[config.mk]
export PLATFORM = sky130hd
export DESIGN_NAME = simplified_aes_block_cipher_flat
export DESIGN_NICKNAME = d
export VERILOG_FILES = /design/src/hw/rtl/saes_pkg.sv /design/src/hw/rtl/saes_ifs.sv /design/src/hw/rtl/saes_pipe.sv /design/src/hw/rtl/simplified_aes_block_cipher.sv /design/src/flat_wrapper.sv
export SDC_FILE = /design/constraint.sdc
export NUM_CORES = 1
export LEC_CHECK = 0
export BUFFER_PORTS_ARGS = -buffer_cell sky130_fd_sc_hd__buf_2
export CAP_MARGIN = 20
export CORE_MARGIN = 1
export CORE_UTILIZATION = 35
export CTS_CLUSTER_SIZE = 16
export DETAILED_ROUTE_END_ITERATION = 8
export PLACE_DENSITY_LB_ADDON = 0.05
export SLEW_MARGIN = 20
export SYNTH_ARGS = -nofsm -noshare
export SYNTH_HDL_FRONTEND = slang
export SYNTH_SLANG_ARGS = --single-unit
[constraint.sdc]
create_clock -name clk -period 3.2 [get_ports clk]
set_clock_uncertainty 0.05 [all_clocks]
set_input_delay 0.64 -clock clk [delete_from_list [all_inputs] [get_ports clk]]
set_output_delay 0.64 -clock clk [all_outputs]
set_load 0.01 [all_outputs]
[src/hw/rtl/saes_pkg.sv]
`timescale 1ns / 1ps
// ----------------------------------------------------------------------------
// saes_pkg
// Types, constants and nibble-level functions shared by the 16-bit cipher.
// ----------------------------------------------------------------------------
package saes_pkg;

	localparam int unsigned BlockW = 16;
	localparam int unsigned KeyW   = 16;
	localparam int unsigned DataW  = 32;
	localparam int unsigned AddrW  = 3;

	localparam logic CFG_IDX_CIPHER_KEY = 1'b0;

	localparam logic KIND_ENCRYPT = 1'b0;
	localparam logic KIND_DECRYPT = 1'b1;

	localparam logic [4:0] GF_POLY   = 5'b10011;
	localparam logic [7:0] RCON1     = 8'b10000000;
	localparam logic [7:0] RCON2     = 8'b00110000;
	localparam logic [3:0] MIX_DIAG  = 4'h1;
	localparam logic [3:0] MIX_OFF   = 4'h4;
	localparam logic [3:0] IMIX_DIAG = 4'h9;
	localparam logic [3:0] IMIX_OFF  = 4'h2;

	typedef struct packed {
		logic [KeyW-1:0] k0;
		logic [KeyW-1:0] k1;
		logic [KeyW-1:0] k2;
	} saes_keys_t;

	function automatic logic [3:0] sbox_fwd(input logic [3:0] n);
		logic [3:0] r;
		case (n)
			4'h0: r = 4'h9;
			4'h1: r = 4'h4;
			4'h2: r = 4'hA;
			4'h3: r = 4'hB;
			4'h4: r = 4'hD;
			4'h5: r = 4'h1;
			4'h6: r = 4'h8;
			4'h7: r = 4'h5;
			4'h8: r = 4'h6;
			4'h9: r = 4'h2;
			4'hA: r = 4'h0;
			4'hB: r = 4'h3;
			4'hC: r = 4'hC;
			4'hD: r = 4'hE;
			4'hE: r = 4'hF;
			4'hF: r = 4'h7;
			default: r = 4'h0;
		endcase
		return r;
	endfunction

	function automatic logic [3:0] sbox_inv(input logic [3:0] n);
		logic [3:0] r;
		case (n)
			4'h0: r = 4'hA;
			4'h1: r = 4'h5;
			4'h2: r = 4'h9;
			4'h3: r = 4'hB;
			4'h4: r = 4'h1;
			4'h5: r = 4'h7;
			4'h6: r = 4'h8;
			4'h7: r = 4'hF;
			4'h8: r = 4'h6;
			4'h9: r = 4'h0;
			4'hA: r = 4'h2;
			4'hB: r = 4'h3;
			4'hC: r = 4'hC;
			4'hD: r = 4'h4;
			4'hE: r = 4'hD;
			4'hF: r = 4'hE;
			default: r = 4'h0;
		endcase
		return r;
	endfunction

	function automatic logic [BlockW-1:0] sub_fwd(input logic [BlockW-1:0] v);
		return {sbox_fwd(v[15:12]), sbox_fwd(v[11:8]), sbox_fwd(v[7:4]), sbox_fwd(v[3:0])};
	endfunction

	function automatic logic [BlockW-1:0] sub_inv(input logic [BlockW-1:0] v);
		return {sbox_inv(v[15:12]), sbox_inv(v[11:8]), sbox_inv(v[7:4]), sbox_inv(v[3:0])};
	endfunction

	function automatic logic [BlockW-1:0] swap_row(input logic [BlockW-1:0] v);
		return {v[15:12], v[3:0], v[7:4], v[11:8]};
	endfunction

	function automatic logic [3:0] gf_mul(input logic [3:0] a, input logic [3:0] b);
		logic [4:0] acc;
		logic [3:0] p;
		acc = {1'b0, a};
		p   = 4'h0;
		for (int i = 0; i < 4; i++) begin
			if (b[i]) begin
				p = p ^ acc[3:0];
			end
			acc = {acc[3:0], 1'b0};
			if (acc[4]) begin
				acc = acc ^ GF_POLY;
			end
		end
		return p;
	endfunction

	function automatic logic [BlockW-1:0] mix_cols(input logic [BlockW-1:0] v,
			input logic [3:0] diag, input logic [3:0] off);
		logic [3:0] m0, m1, m2, m3;
		m0 = gf_mul(v[15:12], diag) ^ gf_mul(v[11:8], off);
		m1 = gf_mul(v[15:12], off) ^ gf_mul(v[11:8], diag);
		m2 = gf_mul(v[7:4], diag) ^ gf_mul(v[3:0], off);
		m3 = gf_mul(v[7:4], off) ^ gf_mul(v[3:0], diag);
		return {m0, m1, m2, m3};
	endfunction

	function automatic logic [7:0] sub_rot_byte(input logic [7:0] w);
		return {sbox_fwd(w[3:0]), sbox_fwd(w[7:4])};
	endfunction

	function automatic saes_keys_t expand_key(input logic [KeyW-1:0] k);
		saes_keys_t ks;
		logic [7:0] w2, w3, w4, w5;
		w2 = k[15:8] ^ RCON1 ^ sub_rot_byte(k[7:0]);
		w3 = w2 ^ k[7:0];
		w4 = w2 ^ RCON2 ^ sub_rot_byte(w3);
		w5 = w4 ^ w3;
		ks.k0 = k;
		ks.k1 = {w2, w3};
		ks.k2 = {w4, w5};
		return ks;
	endfunction

endpackage

[src/hw/rtl/saes_ifs.sv]
`timescale 1ns / 1ps
// ----------------------------------------------------------------------------
// saes_ifs
// Valid/ready channels for cipher requests and cipher results.
// ----------------------------------------------------------------------------
interface saes_req_if;
	logic        valid;
	logic        ready;
	logic        kind;
	logic [15:0] data_in;

	modport source (output valid, output kind, output data_in, input ready);
	modport sink (input valid, input kind, input data_in, output ready);
endinterface

interface saes_rsp_if;
	logic        valid;
	logic        ready;
	logic [15:0] data_out;

	modport source (output valid, output data_out, input ready);
	modport sink (input valid, input data_out, output ready);
endinterface

[src/hw/rtl/saes_pipe.sv]
`timescale 1ns / 1ps
// ----------------------------------------------------------------------------
// saes_pipe
// Three-stage cipher datapath with per-stage valid bits and ready chaining.
// ----------------------------------------------------------------------------
module saes_pipe
	import saes_pkg::*;
(
	input  logic       clk,
	input  logic       arst_n,
	input  saes_keys_t keys,
	saes_req_if.sink   req,
	saes_rsp_if.source rsp
);

	logic              valid_s1, valid_s2, valid_s3;
	logic              kind_s1, kind_s2;
	logic [BlockW-1:0] data_s1, data_s2, data_s3;
	logic              ready_s1, ready_s2, ready_s3;
	logic [BlockW-1:0] nxt_s1, nxt_s2, nxt_s3;

	assign ready_s3  = !valid_s3 || rsp.ready;
	assign ready_s2  = !valid_s2 || ready_s3;
	assign ready_s1  = !valid_s1 || ready_s2;
	assign req.ready = ready_s1;

	always_comb begin
		if (req.kind == KIND_DECRYPT) begin
			nxt_s1 = sub_inv(swap_row(req.data_in ^ keys.k2)) ^ keys.k1;
		end else begin
			nxt_s1 = swap_row(sub_fwd(req.data_in ^ keys.k0));
		end
	end

	always_comb begin
		if (kind_s1 == KIND_DECRYPT) begin
			nxt_s2 = mix_cols(data_s1, IMIX_DIAG, IMIX_OFF);
		end else begin
			nxt_s2 = mix_cols(data_s1, MIX_DIAG, MIX_OFF) ^ keys.k1;
		end
	end

	always_comb begin
		if (kind_s2 == KIND_DECRYPT) begin
			nxt_s3 = sub_inv(swap_row(data_s2)) ^ keys.k0;
		end else begin
			nxt_s3 = swap_row(sub_fwd(data_s2)) ^ keys.k2;
		end
	end

	always_ff @(posedge clk or negedge arst_n) begin
		if (!arst_n) begin
			valid_s1 <= 1'b0;
			valid_s2 <= 1'b0;
			valid_s3 <= 1'b0;
		end else begin
			if (ready_s1) begin
				valid_s1 <= req.valid;
			end
			if (ready_s2) begin
				valid_s2 <= valid_s1;
			end
			if (ready_s3) begin
				valid_s3 <= valid_s2;
			end
		end
	end

	always_ff @(posedge clk) begin
		if (ready_s1 && req.valid) begin
			kind_s1 <= req.kind;
			data_s1 <= nxt_s1;
		end
		if (ready_s2 && valid_s1) begin
			kind_s2 <= kind_s1;
			data_s2 <= nxt_s2;
		end
		if (ready_s3 && valid_s2) begin
			data_s3 <= nxt_s3;
		end
	end

	assign rsp.valid    = valid_s3;
	assign rsp.data_out = data_s3;

	// An empty output stage means the whole chain can take a transaction.
	a_ready_when_drained: assert property (@(posedge clk) disable iff (!arst_n)
		!valid_s3 |-> req.ready)
		else $error("input not ready although output stage is empty");

	a_accept_lands_s1: assert property (@(posedge clk) disable iff (!arst_n)
		req.valid && req.ready |=> valid_s1)
		else $error("accepted transaction did not reach stage one");

	a_s2_holds_on_stall: assert property (@(posedge clk) disable iff (!arst_n)
		valid_s2 && valid_s3 && !rsp.ready |=> valid_s2 && $stable(data_s2))
		else $error("stage two lost or changed data during a stall");

endmodule

[src/hw/rtl/simplified_aes_block_cipher.sv]
`timescale 1ns / 1ps
// ----------------------------------------------------------------------------
// simplified_aes_block_cipher
// 16-bit block cipher with an APB key register and a three-stage pipeline.
//
// Channel   Direction  Payload            Notes
// req       in         kind, data_in      kind 0 encrypts, 1 decrypts
// rsp       out        data_out           one result per request, in order
// APB       in/out     cipher_key @ 0x0   write-only effect, reads back key
//
// One transaction per cycle is accepted while the output is not stalled; each
// request passes through the three datapath stages in order, and its result is
// offered from the third stage register.
// Round keys are expanded once when the key register is written.
// Reset clears all stage valid bits and loads the round keys of key zero.
// A stalled output backs up stage by stage; empty stages still fill.
// ----------------------------------------------------------------------------
module simplified_aes_block_cipher
	import saes_pkg::*;
(
	input  logic             clk,
	input  logic             arst_n,
	input  logic             psel,
	input  logic             penable,
	input  logic             pwrite,
	input  logic [AddrW-1:0] paddr,
	input  logic [DataW-1:0] pwdata,
	output logic [DataW-1:0] prdata,
	output logic             pready,
	saes_req_if.sink         req,
	saes_rsp_if.source       rsp
);

	saes_keys_t keys_q;
	saes_keys_t keys_ref;
	logic       key_wr;

	assign pready = 1'b1;
	assign key_wr = psel && penable && pwrite && pready && (paddr[2] == CFG_IDX_CIPHER_KEY);

	always_ff @(posedge clk or negedge arst_n) begin
		if (!arst_n) begin
			keys_q <= expand_key({KeyW{1'b0}});
		end else if (key_wr) begin
			keys_q <= expand_key(pwdata[KeyW-1:0]);
		end
	end

	always_comb begin
		if (paddr[2] == CFG_IDX_CIPHER_KEY) begin
			prdata = {{(DataW-KeyW){1'b0}}, keys_q.k0};
		end else begin
			prdata = '0;
		end
	end

	saes_pipe u_pipe (
		.clk    (clk),
		.arst_n (arst_n),
		.keys   (keys_q),
		.req    (req),
		.rsp    (rsp)
	);

	assign keys_ref = expand_key(keys_q.k0);

	a_key_written: assert property (@(posedge clk) disable iff (!arst_n)
		key_wr |=> keys_q.k0 == $past(pwdata[KeyW-1:0]))
		else $error("cipher key register not updated by write");

	a_round_key1: assert property (@(posedge clk) disable iff (!arst_n)
		keys_q.k1 == keys_ref.k1)
		else $error("first round key out of step with cipher key");

	a_round_key2: assert property (@(posedge clk) disable iff (!arst_n)
		keys_q.k2 == keys_ref.k2)
		else $error("second round key out of step with cipher key");

endmodule

[src/flat_wrapper.sv]
// flat-port wrapper written by rule: the top's interface ports become plain ports
module simplified_aes_block_cipher_flat import saes_pkg::*;
  (clk, arst_n, psel, penable, pwrite, paddr, pwdata, prdata, pready, req_valid, req_kind, req_data_in, req_ready, rsp_valid, rsp_data_out, rsp_ready);
  saes_req_if req_i ();
  saes_rsp_if rsp_i ();
  input  logic clk;
  input  logic arst_n;
  input  logic psel;
  input  logic penable;
  input  logic pwrite;
  input  logic [AddrW-1:0] paddr;
  input  logic [DataW-1:0] pwdata;
  output logic [DataW-1:0] prdata;
  output logic pready;
  input wire logic [$bits(req_i.valid)-1:0] req_valid;
  input wire logic [$bits(req_i.kind)-1:0] req_kind;
  input wire logic [$bits(req_i.data_in)-1:0] req_data_in;
  output wire logic [$bits(req_i.ready)-1:0] req_ready;
  output wire logic [$bits(rsp_i.valid)-1:0] rsp_valid;
  output wire logic [$bits(rsp_i.data_out)-1:0] rsp_data_out;
  input wire logic [$bits(rsp_i.ready)-1:0] rsp_ready;
  assign req_i.valid = req_valid;
  assign req_i.kind = req_kind;
  assign req_i.data_in = req_data_in;
  assign req_ready = req_i.ready;
  assign rsp_valid = rsp_i.valid;
  assign rsp_data_out = rsp_i.data_out;
  assign rsp_i.ready = rsp_ready;
  simplified_aes_block_cipher u_core (.clk(clk), .arst_n(arst_n), .psel(psel), .penable(penable), .pwrite(pwrite), .paddr(paddr), .pwdata(pwdata), .prdata(prdata), .pready(pready), .req(req_i), .rsp(rsp_i));
endmodule
==> flow_metrics.py, run 1 <==
metrics = {
    "timing": {
        "timing.final.setup_violations": 0,
        "grt_setup_unrepaired": "false",
        "fmax_ghz": 0.375,
        "min_period_over_period_pct": 83.4,
        "final.setup.tns_ns": 0,
        "timing.final.ws_setup_ns": 0.532,
        "hold_slack_ns": 0.160,
        "final_max_slew_viol_count": 0,
        "timing.slew.headroom_pct": 50.8,
        "fin_crit_ns": 2.67,
        "tightestPinTransition_ns": 0.732,
        "finalHoldViolations": 0,
    },
    "final_layout": {
        "drive_gt1_share_pct": 17.7,
        "final.fill_count": 2728,
        "post_route_standard_cell_area_excluding_fillers_um2": 11200,
        "final_cell_count_no_fill": 1474,
        "nNetsFinal": 1274,
        "layout-area-overhead-vs-synth_pct": 15.9,
        "final_common_cell": "sky130_fd_sc_hd__nand2_1",
        "antennaDiodeCount": 0,
        "final_cell_mix": "sky130_fd_sc_hd__nand2_1, sky130_fd_sc_hd__ha_1, sky130_fd_sc_hd__xnor2_1",
    },
    "grt": {
        "grt_antenna_before_repair": 0,
        "grt_use_total_pct": 18.0,
        "largest_net_degree_at_the_start_of_global_routing": 76,
        "grt_pass1_wl_um": 38800,
        "vias_in_the_first_global_route": 6909,
        "grt.overflow.total": 0,
    },
    "floorplan": {
        "rows": 60,
        "die-area_um2": 28400,
        "core_area_um2": 27000,
        "die_x_um": 168,
        "initial_cell_density_of_the_core_pct": 35.9,
        "die_h_um": 168,
        "num_io_pins": 110,
    },
    "job": {
        "maxCapViolCount": 0,
    },
    "clocking": {
        "post_cts_buffers": 0,
        "cts_max_level": 4,
        "clock_sink_count": 133,
        "root_buffer": "sky130_fd_sc_hd__clkbuf_16",
        "clkLatencyLatePin_ns": 0.42,
        "cts.path.max_buffers": 2,
        "post_cts_hold_buffer_count": 0,
        "tritoncts.num_buffers": 17,
        "tritoncts": "done",
        "clk_transition_reported_paths_ns": 0.06,
        "postCtsResizedCells": 0,
    },
    "detailed_routing": {
        "first_iter_violations": 342,
        "drc_errors": 0,
        "routed_wire_length_per_instance_um": 16.7,
        "detailroute.via_count": 7029,
        "drt_pass1_iterations": 4,
        "finalWirelength_um": 24600,
        "drt-vias-per-instance": 4.77,
        "ant_nets": 0,
    },
    "synthesis": {
        "synthesis.instances": 1012,
        "synth-main-ff-cell": "sky130_fd_sc_hd__edfxtp_1",
        "synth.cell_area_um2": 9690,
        "async_flop_share_pct": 38.3,
        "mean_syn_cell_area_um2": 9.58,
        "synth_seq_cells": 133,
        "proportion_of_synthesized_chip_area_in_sequential_cells_pct": 35.4,
        "yosysWarningCount": 0,
        "synth_edf_count": 50,
        "post_synth_num_cell_types": 57,
    },
    "placement": {
        "hpwl_um": 19400,
        "placement.io_buffers": 74,
        "dpl_worst_slack_ns": 0.0523,
        "final_weighted_congestion_in_routability_driven_placement": 0.835,
        "place_area_um2": 10600,
        "placedCellCount": 1442,
    },
    "setup_path": {
        "setup.worst_path.class": "input port to flip-flop",
        "setup.worst_path.end_class": "flip-flop",
        "critical_path.startpoint_type": "input port",
        "crit_required_ns": 3.46,
        "timing.critical_path.arrival_ns": 2.93,
        "r2r.worst_path.cells": 11,
        "path_max_fanout": 4,
    },
    "run_status": {
        "status": "finished clean",
    },
    "pwr": {
        "power.density_nw_per_um2": 887,
        "vdd.ir_drop.worst_mv": 0.388,
        "p_leak_nw": 5.07,
    },
    "worst_hold_path": {
        "holdCritPathClass": "input port to asynchronous set/reset pin",
    },
}
## through the flow
stage | utilization, % | total power [mW]
floorplan | - | 6.61
detailed placement | 39.4 | 8.05
global placement | 39.4 | 8.03
finish | 41.6 | 9.96
CTS | 41.6 | 10.1
global route | 41.6 | 10.8
## report_power, final
group	internal, mW	switching, mW	leakage [nW]
clock network	1.22	0.779	0.281
logic	2.23	2.62	3.42
registers	2.57	0.543	1.36
## area by class of cell
type | count | area (µm²) | share of cell area [%]
well taps | 341 | 427 | 3.80
multi-input cells | 796 | 5850 | 52.1
clock inverters | 13 | 158 | 1.40
flip-flops and latches | 133 | 3430 | 30.6
repair buffers | 125 | 753 | 6.71
clock buffers | 19 | 433 | 3.85
inverters | 47 | 176 | 1.57
## critical path: stages
cell and delay, ns:
sky130_fd_sc_hd__buf_2 0.08, sky130_fd_sc_hd__inv_1 0.06, sky130_fd_sc_hd__ha_1 0.30, sky130_fd_sc_hd__inv_1 0.04
sky130_fd_sc_hd__mux4_2 0.48, sky130_fd_sc_hd__xnor3_2 0.29, sky130_fd_sc_hd__ha_1 0.32, sky130_fd_sc_hd__a21oi_1 0.07
sky130_fd_sc_hd__a311oi_2 0.32, sky130_fd_sc_hd__xor2_1 0.21, sky130_fd_sc_hd__o21ai_0 0.10
## worst paths after layout
check	startpoint	endpoint	slack, ns
min in group clk	req_valid	u_core.u_pipe.valid_s1$_DFFE_PN0N_	0.38
setup / recovery	pwdata[0]	u_core.keys_q[2]$_DFFE_PN1P_	0.53
hold reg to reg	u_core.u_pipe.valid_s1$_DFFE_PN0N_	u_core.u_pipe.valid_s2$_DFFE_PN0P_	0.45
max in group asynchronous	arst_n	u_core.keys_q[4]$_DFFE_PN1P_	2.19
hold / removal	arst_n	u_core.u_pipe.valid_s2$_DFFE_PN0P_	0.16
setup reg to reg	u_core.u_pipe.data_s1[15]$_DFFE_PP_	flip-flop	0.56
## metal layers
| metal | global-route usage, % | vias to the layer above | share of wire (%) |
|---|---|---|---|
| met1 | 25.2 | 3327 | 50 |
| met3 | 2.26 | 10 | 2.8 |
| li1 | - | 3610 | - |
| met5 | 0 | - | 0 |
| met2 | 29.6 | 82 | 47 |
| met4 | 3.56 | 0 | 0.68 |
## cell usage after synthesis (18+ instances only)
cell,number,area [µm²]
sky130_fd_sc_hd__clkbuf_1,18,67.6
sky130_fd_sc_hd__nor2b_1,25,156
sky130_fd_sc_hd__edfxtp_1,50,1500
sky130_fd_sc_hd__nor2_1,49,184
sky130_fd_sc_hd__mux2i_1,45,450
sky130_fd_sc_hd__ha_1,95,1190
sky130_fd_sc_hd__xor2_1,76,666
sky130_fd_sc_hd__inv_1,45,169
sky130_fd_sc_hd__dfrtp_1,40,1000
sky130_fd_sc_hd__buf_4,19,143
sky130_fd_sc_hd__xnor2_1,88,771
sky130_fd_sc_hd__o21ai_0,67,335
sky130_fd_sc_hd__dfxtp_1,32,641
sky130_fd_sc_hd__nand2_1,149,559
sky130_fd_sc_hd__a21oi_1,56,280
## cells by family (layout without fill, tap and decap cells)
group                    Yosys count  after routing  synth area share, %
flip-flops                       133            133                 35.4
XOR/XNOR                         171            171                 16.3
adder cells (fa/ha/maj)           95             95                 12.3
AND/OR/NAND/NOR                  260            260                 11.6
buffers and inverters             98            204                 4.76
AO/OA/AOI/OAI                    189            189                 11.7
other                              2             17               0.0775
multiplexers                      64             64                 7.89
Power figures use the tool's default switching activity.
==> run 2, diff against run 1 <==
clock period = 2.74 ns   (was 3.2 ns; I/O delays follow)
==> flow_metrics.py, run 2 (synthesis gave the netlist of run 1 again) <==
metrics = {
    "run_status": {
        "status": "finished clean",
    },
    "floorplan": {
        "die-area_um2": 28400,
        "die_h_um": 168,
        "num_io_pins": 110,
        "die_x_um": 168,
        "initial_cell_density_of_the_core_pct": 35.9,
        "rows": 60,
        "core_area_um2": 27000,
    },
    "setup_path": {
        "rr_startpoint": "u_core.u_pipe.data_s1[14]$_DFFE_PP_",
        "timing.critical_path.arrival_ns": 2.80,
        "r2r.worst_path.cells": 9,
        "crit_required_ns": 3.05,
        "setup.worst_path.end_class": "flip-flop",
        "path_max_fanout": 7,
        "critical_path.startpoint_type": "flip-flop",
        "worst-r2r-setup-slack_ns": 0.26,
        "setup.worst_path.class": "flip-flop to flip-flop",
    },
    "clocking": {
        "clkLatencyLatePin_ns": 0.42,
        "clock_sink_count": 133,
        "cts_max_level": 4,
        "tritoncts": "done",
        "post_cts_buffers": 0,
        "postCtsResizedCells": 0,
        "tritoncts.num_buffers": 17,
        "clk_transition_reported_paths_ns": 0.06,
        "root_buffer": "sky130_fd_sc_hd__clkbuf_16",
        "post_cts_hold_buffer_count": 0,
        "cts.path.max_buffers": 2,
    },
    "timing": {
        "timing.final.setup_violations": 0,
        "tightestPinTransition_ns": 0.881,
        "grt_setup_unrepaired": "false",
        "hold_slack_ns": 0.132,
        "final_max_slew_viol_count": 0,
        "min_period_over_period_pct": 90.6,
        "final.setup.tns_ns": 0,
        "fin_crit_ns": 2.48,
        "fmax_ghz": 0.403,
        "finalHoldViolations": 0,
        "timing.slew.headroom_pct": 41.2,
        "timing.final.ws_setup_ns": 0.257,
    },
    "detailed_routing": {
        "ant_nets": 0,
        "drc_errors": 0,
        "routed_wire_length_per_instance_um": 16.3,
        "drt-vias-per-instance": 4.75,
        "first_iter_violations": 375,
        "finalWirelength_um": 24800,
        "drt_pass1_iterations": 4,
        "detailroute.via_count": 7230,
    },
    "job": {
        "maxCapViolCount": 0,
    },
    "final_layout": {
        "antennaDiodeCount": 0,
        "layout-area-overhead-vs-synth_pct": 20.2,
        "final_cell_mix": "sky130_fd_sc_hd__nand2_1, sky130_fd_sc_hd__ha_1, sky130_fd_sc_hd__buf_4",
        "drive_gt1_share_pct": 21.1,
        "final_common_cell": "sky130_fd_sc_hd__nand2_1",
        "nNetsFinal": 1321,
    },
    "pwr": {
        "power.density_nw_per_um2": 1020,
        "vdd.ir_drop.worst_mv": 0.534,
        "p_leak_nw": 5.33,
        "totalPowerFinal_mw": 11.9,
    },
    "grt": {
        "largest_net_degree_at_the_start_of_global_routing": 55,
        "grt.overflow.total": 0,
        "grt_use_total_pct": 18.3,
        "grt_pass1_wl_um": 39200,
        "grt_antenna_before_repair": 0,
        "vias_in_the_first_global_route": 7093,
    },
    "placement": {
        "hpwl_um": 19900,
        "dpl_worst_slack_ns": -0.185,
        "placement.io_buffers": 74,
        "final_weighted_congestion_in_routability_driven_placement": 0.833,
    },
    "worst_hold_path": {
        "holdCritPathClass": "input port to asynchronous set/reset pin",
    },
}
==> run 2: cell count changes in the layout (fill, tap and decap cells not counted), moves of 2 or more <==
cell,delta
sky130_fd_sc_hd__buf_4,+44
sky130_fd_sc_hd__clkinvlp_4,-2
sky130_fd_sc_hd__clkbuf_8,+3
sky130_fd_sc_hd__buf_12,+3
==> run 2: routing by layer <==
| layer | vias to the layer above | GRT usage [%] | wire length, µm |
|---|---|---|---|
| met1 | 3438 | 25.1 | 12500 |
| met4 | 0 | 4.74 | 242 |
| met2 | 79 | 30.1 | 11700 |
| met5 | - | 0 | 0 |
| li1 | 3702 | - | - |
| met3 | 11 | 2.47 | 464 |
==> run 2: power breakdown <==
group          internal [mW]  switching, mW  total (mW)
clock                   1.46          0.872        2.33
sequential              3.00          0.617        3.62
combinational           2.80           3.14        5.94
total                   7.26           4.62        11.9
==> run 2: layout make-up <==
| class | count | area [µm²] |
|---|---|---|
| Fill cell | 2753 | 15400 |
| Multi-Input combinational cell | 796 | 5870 |
| Sequential cell | 133 | 3430 |
| Timing Repair Buffer | 172 | 1140 |
| Clock buffer | 23 | 499 |
| Tap cell | 341 | 427 |
| Inverter | 47 | 176 |
| Clock inverter | 9 | 98.8 |
==> run 2: metrics by stage <==
| stage | cell area (µm²) | utilization [%] | std cells |
|---|---|---|---|
| after floorplan | 9750 | - | 1027 |
| after global placement | 11000 | 40.8 | 1489 |
| after detailed placement | 11000 | 40.8 | 1489 |
| after CTS | 11600 | 43.0 | 1521 |
| after global routing | 11700 | 43.1 | 1521 |
| final | 11700 | 43.1 | 1521 |
==> run 2: how the worst max path moves through the flow <==
| stage | endpoint | cells after the start | from | slack, ns |
|---|---|---|---|---|
| after global routing | flip-flop | 9 | u_core.u_pipe.rsp.valid$_DFFE_PN0P_ | 0.01 |
| after CTS | flip-flop | 9 | u_core.u_pipe.rsp.valid$_DFFE_PN0P_ | 0.04 |
| after detailed placement | u_core.keys_q[9]$_DFFE_PN0P_ | 13 | pwdata[0] | -0.19 |
| final | flip-flop | 9 | u_core.u_pipe.data_s1[14]$_DFFE_PP_ | 0.26 |
| after floorplan | u_core.keys_q[0]$_DFFE_PN0P_ | 10 | pwdata[0] | 0.02 |
| after global placement | u_core.keys_q[9]$_DFFE_PN0P_ | 13 | pwdata[0] | -0.16 |
==> run 2: worst max-delay path, cell delays in order (launching register included) <==
cell,delay [ns]
sky130_fd_sc_hd__edfxtp_1,0.47
sky130_fd_sc_hd__xor2_1,0.20
sky130_fd_sc_hd__xnor2_1,0.13
sky130_fd_sc_hd__o21ai_0,0.19
sky130_fd_sc_hd__xor2_1,0.23
sky130_fd_sc_hd__mux2i_1,0.11
sky130_fd_sc_hd__buf_4,0.17
sky130_fd_sc_hd__ha_1,0.35
sky130_fd_sc_hd__mux4_2,0.47
sky130_fd_sc_hd__inv_1,0.06
